$ cat src/design/mcbp_pkg.sv
package mcbp_pkg;

	// Default sizes
	localparam int DEF_BUFFER_BYTES = 256;
	localparam int DEF_PIPE_COUNT   = 8;

	// Slots reachable through the 3-bit pipe index
	localparam int ADDRESSABLE = 8;

	// Operation codes
	localparam logic [2:0] FN_ALLOC    = 3'd0;
	localparam logic [2:0] FN_CLOSE_RD = 3'd1;
	localparam logic [2:0] FN_CLOSE_WR = 3'd2;
	localparam logic [2:0] FN_READ     = 3'd3;
	localparam logic [2:0] FN_WRITE    = 3'd4;

	// Result status codes
	localparam logic [2:0] ST_OK     = 3'd0;
	localparam logic [2:0] ST_EOF    = 3'd1;
	localparam logic [2:0] ST_BLOCK  = 3'd2;
	localparam logic [2:0] ST_BROKEN = 3'd3;
	localparam logic [2:0] ST_NOSLOT = 3'd4;
	localparam logic [2:0] ST_DONE   = 3'd5;

	// Controller states
	typedef enum logic [1:0] {
		S_IDLE,
		S_EXEC,
		S_RDWAIT,
		S_RESP
	} state_t;

	// Controller to datapath commands
	typedef struct packed {
		logic take;     // register the incoming word
		logic exec;     // carry out the operation
		logic capture;  // latch the byte read from the store
		logic load;     // move the result to the output register
	} ctl_cmd_t;

	// Datapath to controller status
	typedef struct packed {
		logic pop;       // operation reads the byte store
		logic out_busy;  // output register full and stalled
	} ctl_sts_t;

endpackage

$ cat src/design/mcbp_ctl.sv
module mcbp_ctl (
	input  logic                 clk,
	input  logic                 arst_n,
	input  logic                 in_valid,
	output logic                 in_stall,
	input  mcbp_pkg::ctl_sts_t   sts,
	output mcbp_pkg::ctl_cmd_t   cmd
);

	import mcbp_pkg::*;

	state_t state_q;
	state_t state_nx;

	// State register
	always_ff @(posedge clk or negedge arst_n) begin
		if (!arst_n) begin
			state_q <= S_IDLE;
		end else begin
			state_q <= state_nx;
		end
	end

	// Next state
	always_comb begin
		state_nx = state_q;
		case (state_q)
			S_IDLE: begin
				if (in_valid) begin
					state_nx = S_EXEC;
				end
			end
			S_EXEC: begin
				state_nx = sts.pop ? S_RDWAIT : S_RESP;
			end
			S_RDWAIT: begin
				state_nx = S_RESP;
			end
			S_RESP: begin
				if (!sts.out_busy) begin
					state_nx = S_IDLE;
				end
			end
			default: begin
				state_nx = S_IDLE;
			end
		endcase
	end

	// Outputs
	always_comb begin
		cmd      = '0;
		in_stall = 1'b1;
		case (state_q)
			S_IDLE: begin
				in_stall = 1'b0;
				cmd.take = in_valid;
			end
			S_EXEC: begin
				cmd.exec = 1'b1;
			end
			S_RDWAIT: begin
				cmd.capture = 1'b1;
			end
			S_RESP: begin
				cmd.load = !sts.out_busy;
			end
			default: begin
				cmd = '0;
			end
		endcase
	end

endmodule

$ cat config.mk
export PLATFORM = sky130hd
export DESIGN_NAME = mcbp_ctl
export DESIGN_NICKNAME = d
export VERILOG_FILES = /design/src/design/mcbp_pkg.sv /design/src/design/mcbp_ctl.sv
export SDC_FILE = /design/constraint.sdc
export NUM_CORES = 1
export LEC_CHECK = 0
export BUFFER_PORTS_ARGS = -buffer_cell sky130_fd_sc_hd__buf_2
export CORE_AREA = 2 2 39 41
export DETAILED_ROUTE_END_ITERATION = 6
export DIE_AREA = 0 0 41 43
export GPL_ROUTABILITY_DRIVEN = 1
export PLACE_DENSITY = 0.42
export SYNTH_ARGS = -nofsm -noshare
export SYNTH_HDL_FRONTEND = slang
export SYNTH_SLANG_ARGS = --single-unit
$ cat constraint.sdc
create_clock -name clk -period 2.94 [get_ports clk]
set_input_delay 0.294 -clock clk [delete_from_list [all_inputs] [get_ports clk]]
set_output_delay 0.294 -clock clk [all_outputs]
set_load 0.01 [all_outputs]
After elaboration in Yosys (flattened, before gate mapping)
Index checks and enable logic that the tools add are counted.
{ "totals": {"reg_bits": 2, "out_inout_bits": 5} }
{ "op_classes": {"n_eq_ne": 5, "n_mux": 9, "n_reduce_logical": 3} }
{ "ops": {"columns": ["operator", "n"], "rows": [
  ["$pmux W2 S4", 1],
  ["$mux W1", 6],
  ["$eq A2 B2 Y1 const B", 2],
  ["$mux W2", 2],
  ["$ne A2 B2 Y1 const B", 2],
  ["$eq A2 B1 Y1 const B", 1],
  ["$logic_not A2 Y1", 1],
  ["$reduce_and A2 Y1", 1],
  ["$logic_not A1 Y1", 1]
]} }

Logic depth before layout (Yosys ltp)
{ "logic_depth": {"depth_word": 3, "mapped_depth": 5} }

Worst setup path before layout
Ideal clock, no wire load.
{ "synth_path": {"kind": "reg-to-reg", "from": "register state_q[0]", "to": "register state_q[1]", "t_arrival_ps": 1178, "t_required_ps": 2815, "setup_slack_ps": 1637, "stages_incl_launch_ff": 5, "path_buffers": 0, "synth_period_minus_slack_ps": 1303, "cell_sequence": "dfrtp_1 -> inv_1 -> ha_1 -> a22oi_2 -> mux2_4"} }
{ "synth_via": {"elab_chain_cells": 3, "elab_cells_between_ends": 8, "cone_classes": "5 x eq/ne; 1 x mux; 2 x reduce/logical"} }
{ "synth_lines": {"columns": ["item", "line_no", "source"], "rows": [
  ["start: declaration", "mcbp_ctl.sv:12", "state_t state_q;"],
  ["start signal: assignment", "mcbp_ctl.sv:20", "state_q <= state_nx;"],
  ["$eq A2 B2 Y1 / $logic_not A2 Y1 (equally long branches)", "mcbp_ctl.sv:27", "case (state_q)"],
  ["$ne A2 B2 Y1 (no line)", null, null],
  ["$reduce_and A2 Y1 (no line)", null, null]
]} }
Parallel ways exist; a longest one is shown, timed or not.
A chain may end at the register's enable or synchronous reset.

==> results.yml <==
run_status:
  outcome: "complete, no violations"
die:
  die_h_um: 43
  start_util_pct: 14.9
  die_area_um2: 1760
  die_w_um: 41
  pin_count: 10
  rows: 14
  fp.coreArea_um2: 1380
logic_synthesis:
  synth_area_leaders: "ha_1 30%, dfrtp_1 24%, a221oi_2 7.3%"
  ys.warnings.count: 0
  yosysTopAreaCell: "ha_1"
  avgSynthCellArea_um2: 10.3
  syn_area_um2: 206
  synth_cell_types: 11
  ys_seq_area_share_pct: 24.2
  synth_top_area_share_pct: 30.3
  syn-num-nets: 30
  ys_ff_latch: 2
  syn_inst: 20
clock_tree:
  numCtsBuffers: 3
  insertion_delay_ns: 0.22
  postCtsSetupBuffers: 0
  cts_tree: "done"
  cts_max_path_buffers: 2
  cts_root_buffer: "clkbuf_4"
  cts.clk_slew.worst_paths_ns: 0.03
  h-tree-depth: 1
  post_cts_resized: 0
  cts_sinks: 2
  postCtsHoldBufs: 1
sta:
  fin_tns_setup_ns: 0
  worst_pin_slew_ns: 0.193
  finalCritPeriodShare_pct: 53.5
  slew_viol_final: 0
  rsz0062_at_grt: "no"
  max_freq_ghz: 0.636
  slew_headroom_pct: 87.1
  min_period_ns: 1.57
  final-hold-violation-count: 0
  layout_setup_ws_ns: 1.37
  finalClockSkew_ns: 0.00124
  setup_viol: 0
pwr:
  p_per_area_nw_per_um2: 1050
  vdd_drop_max_mv: 0.325
  leakage_nw: 0.169
  p_total_w: 0.000318
finish:
  largest_register_ffs: 2
  areaGrowthSynthToFinish_pct: 47.3
  nFillCells: 155
  layout-drive-gt1-share_pct: 48.5
  top_regs: "state_q: 2 flops"
  top_register: "state_q"
  diodes: 0
  nets: 45
  final_util_pct: 22.0
drt:
  vias: 179
  drc_errors: 0
  drt_wl_total_um: 391
  viasPerCell: 3.65
  dr.pass1.iters: 4
  final_antenna_net_count: 0
  wl_per_cell_um: 7.98
  drtIter0Drc: 2
place:
  dpl_worst_slack_ns: 1.54
  io_buffer_count: 9
  gp_congestion: 0.673
  place_hpwl_um: 312
global_route:
  grt_first_pass_wirelength_um: 676
  antenna_found_initial: 0
  grt.overflow.total: 0
  grt_usage_pct: 6.82
  grt_pass1_vias: 171
  grt_max_degree: 6
critical_path:
  rr_endpoint: "state_q[1]"
  worst_setup_path_start_kind: "flop"
  r2r_cells: 4
  ff2ff_setup_slack_ns: 1.54
  end_kind: "primary output"
  worst-path-max-fanout: 4
  crit_end: "cmd[3]"
  path_class: "flop to primary output"
  cp.arrival_ns: 1.28
  rr_startpoint: "state_q[0]"
  cp_data_required_time_ns: 2.65
  cp-startpoint: "state_q[0]"
min_path:
  min_path_type: "input port to asynchronous set/reset pin"
job:
  drv_cap: 0
layout by cell type (no fill, tap or decap), drive strengths merged:
cell,n
a221oi,1
a22oi,1
a2bb2oi,1
and2b,1
buf,9
clkbuf,3
dfrtp,2
dlygate4sd3,1
ha,5
inv,4
mux2,1
nor2,2
nor2b,1
nor3,1
worst max-delay path: stages (launching register included):
cell	delay (ns)
dfrtp_1	0.40
inv_1	0.13
ha_1	0.23
inv_1	0.07
nor2_1	0.09
buf_2	0.13
cells by family (layout without fill, tap and decap cells):
| logic type | count (synthesis) | in the layout | share of synthesized area [%] |
|---|---|---|---|
| adders and majority gates | 5 | 5 | 30.3 |
| AOI/OAI and AO/OA | 3 | 3 | 17.6 |
| and+or+nand+nor | 5 | 5 | 13.3 |
| buffers and inverters | 4 | 17 | 7.27 |
| muxes | 1 | 1 | 7.27 |
| DFF | 2 | 2 | 24.2 |
per-stage QoR:
step,cell area [µm²],std cells,hold slack [ns]
floorplan,206,20,-0.00159
global placement,272,45,0.0827
detailed placement,272,45,0.0818
CTS,304,49,0.375
global route,304,49,0.393
finish,304,49,0.387
power by group:
part / switching (W) / internal (W) / total (W)
Combinational: 0.0000931 / 0.000102 / 0.000195
Sequential: 0.0000186 / 0.0000436 / 0.0000623
Clock: 0.0000155 / 0.0000450 / 0.0000605
cell usage after synthesis:
cell,number
and2b_2,1
inv_1,4
a2bb2oi_1,1
dfrtp_1,2
a22oi_2,1
nor3_1,1
mux2_4,1
nor2_1,2
nor2b_1,1
a221oi_2,1
ha_1,5
routing by layer:
metal	part of all wire (%)	GRT usage (%)
met1	42	7.69
met2	49	7.19
met3	9.2	3.14
met4	0	10.0
met5	0	0
how the worst min path moves through the flow:
| stage | end | slack, ns | cells after the start |
|---|---|---|---|
| 6_report | state_q[0] | 0.39 | 2 |
| 5_1_grt | state_q[0] | 0.39 | 2 |
| 4_1_cts | state_q[0] | 0.38 | 2 |
| 3_5_place_dp | state_q[0] | 0.08 | 1 |
| 3_3_place_gp | state_q[0] | 0.08 | 1 |
| 2_1_floorplan | state_q[0] | -0.002 | 0 |
final cells by class:
class | count | area [µm²] | area share [%]
Clock buffer | 3 | 22.5 | 7.41
Inverter | 4 | 15.0 | 4.94
Multi-Input combinational cell | 14 | 141 | 46.5
Sequential cell | 2 | 50.0 | 16.5
Tap cell | 16 | 20.0 | 6.58
Timing Repair Buffer | 10 | 55.1 | 18.1
No activity file was read; power rests on OpenSTA's default activity.
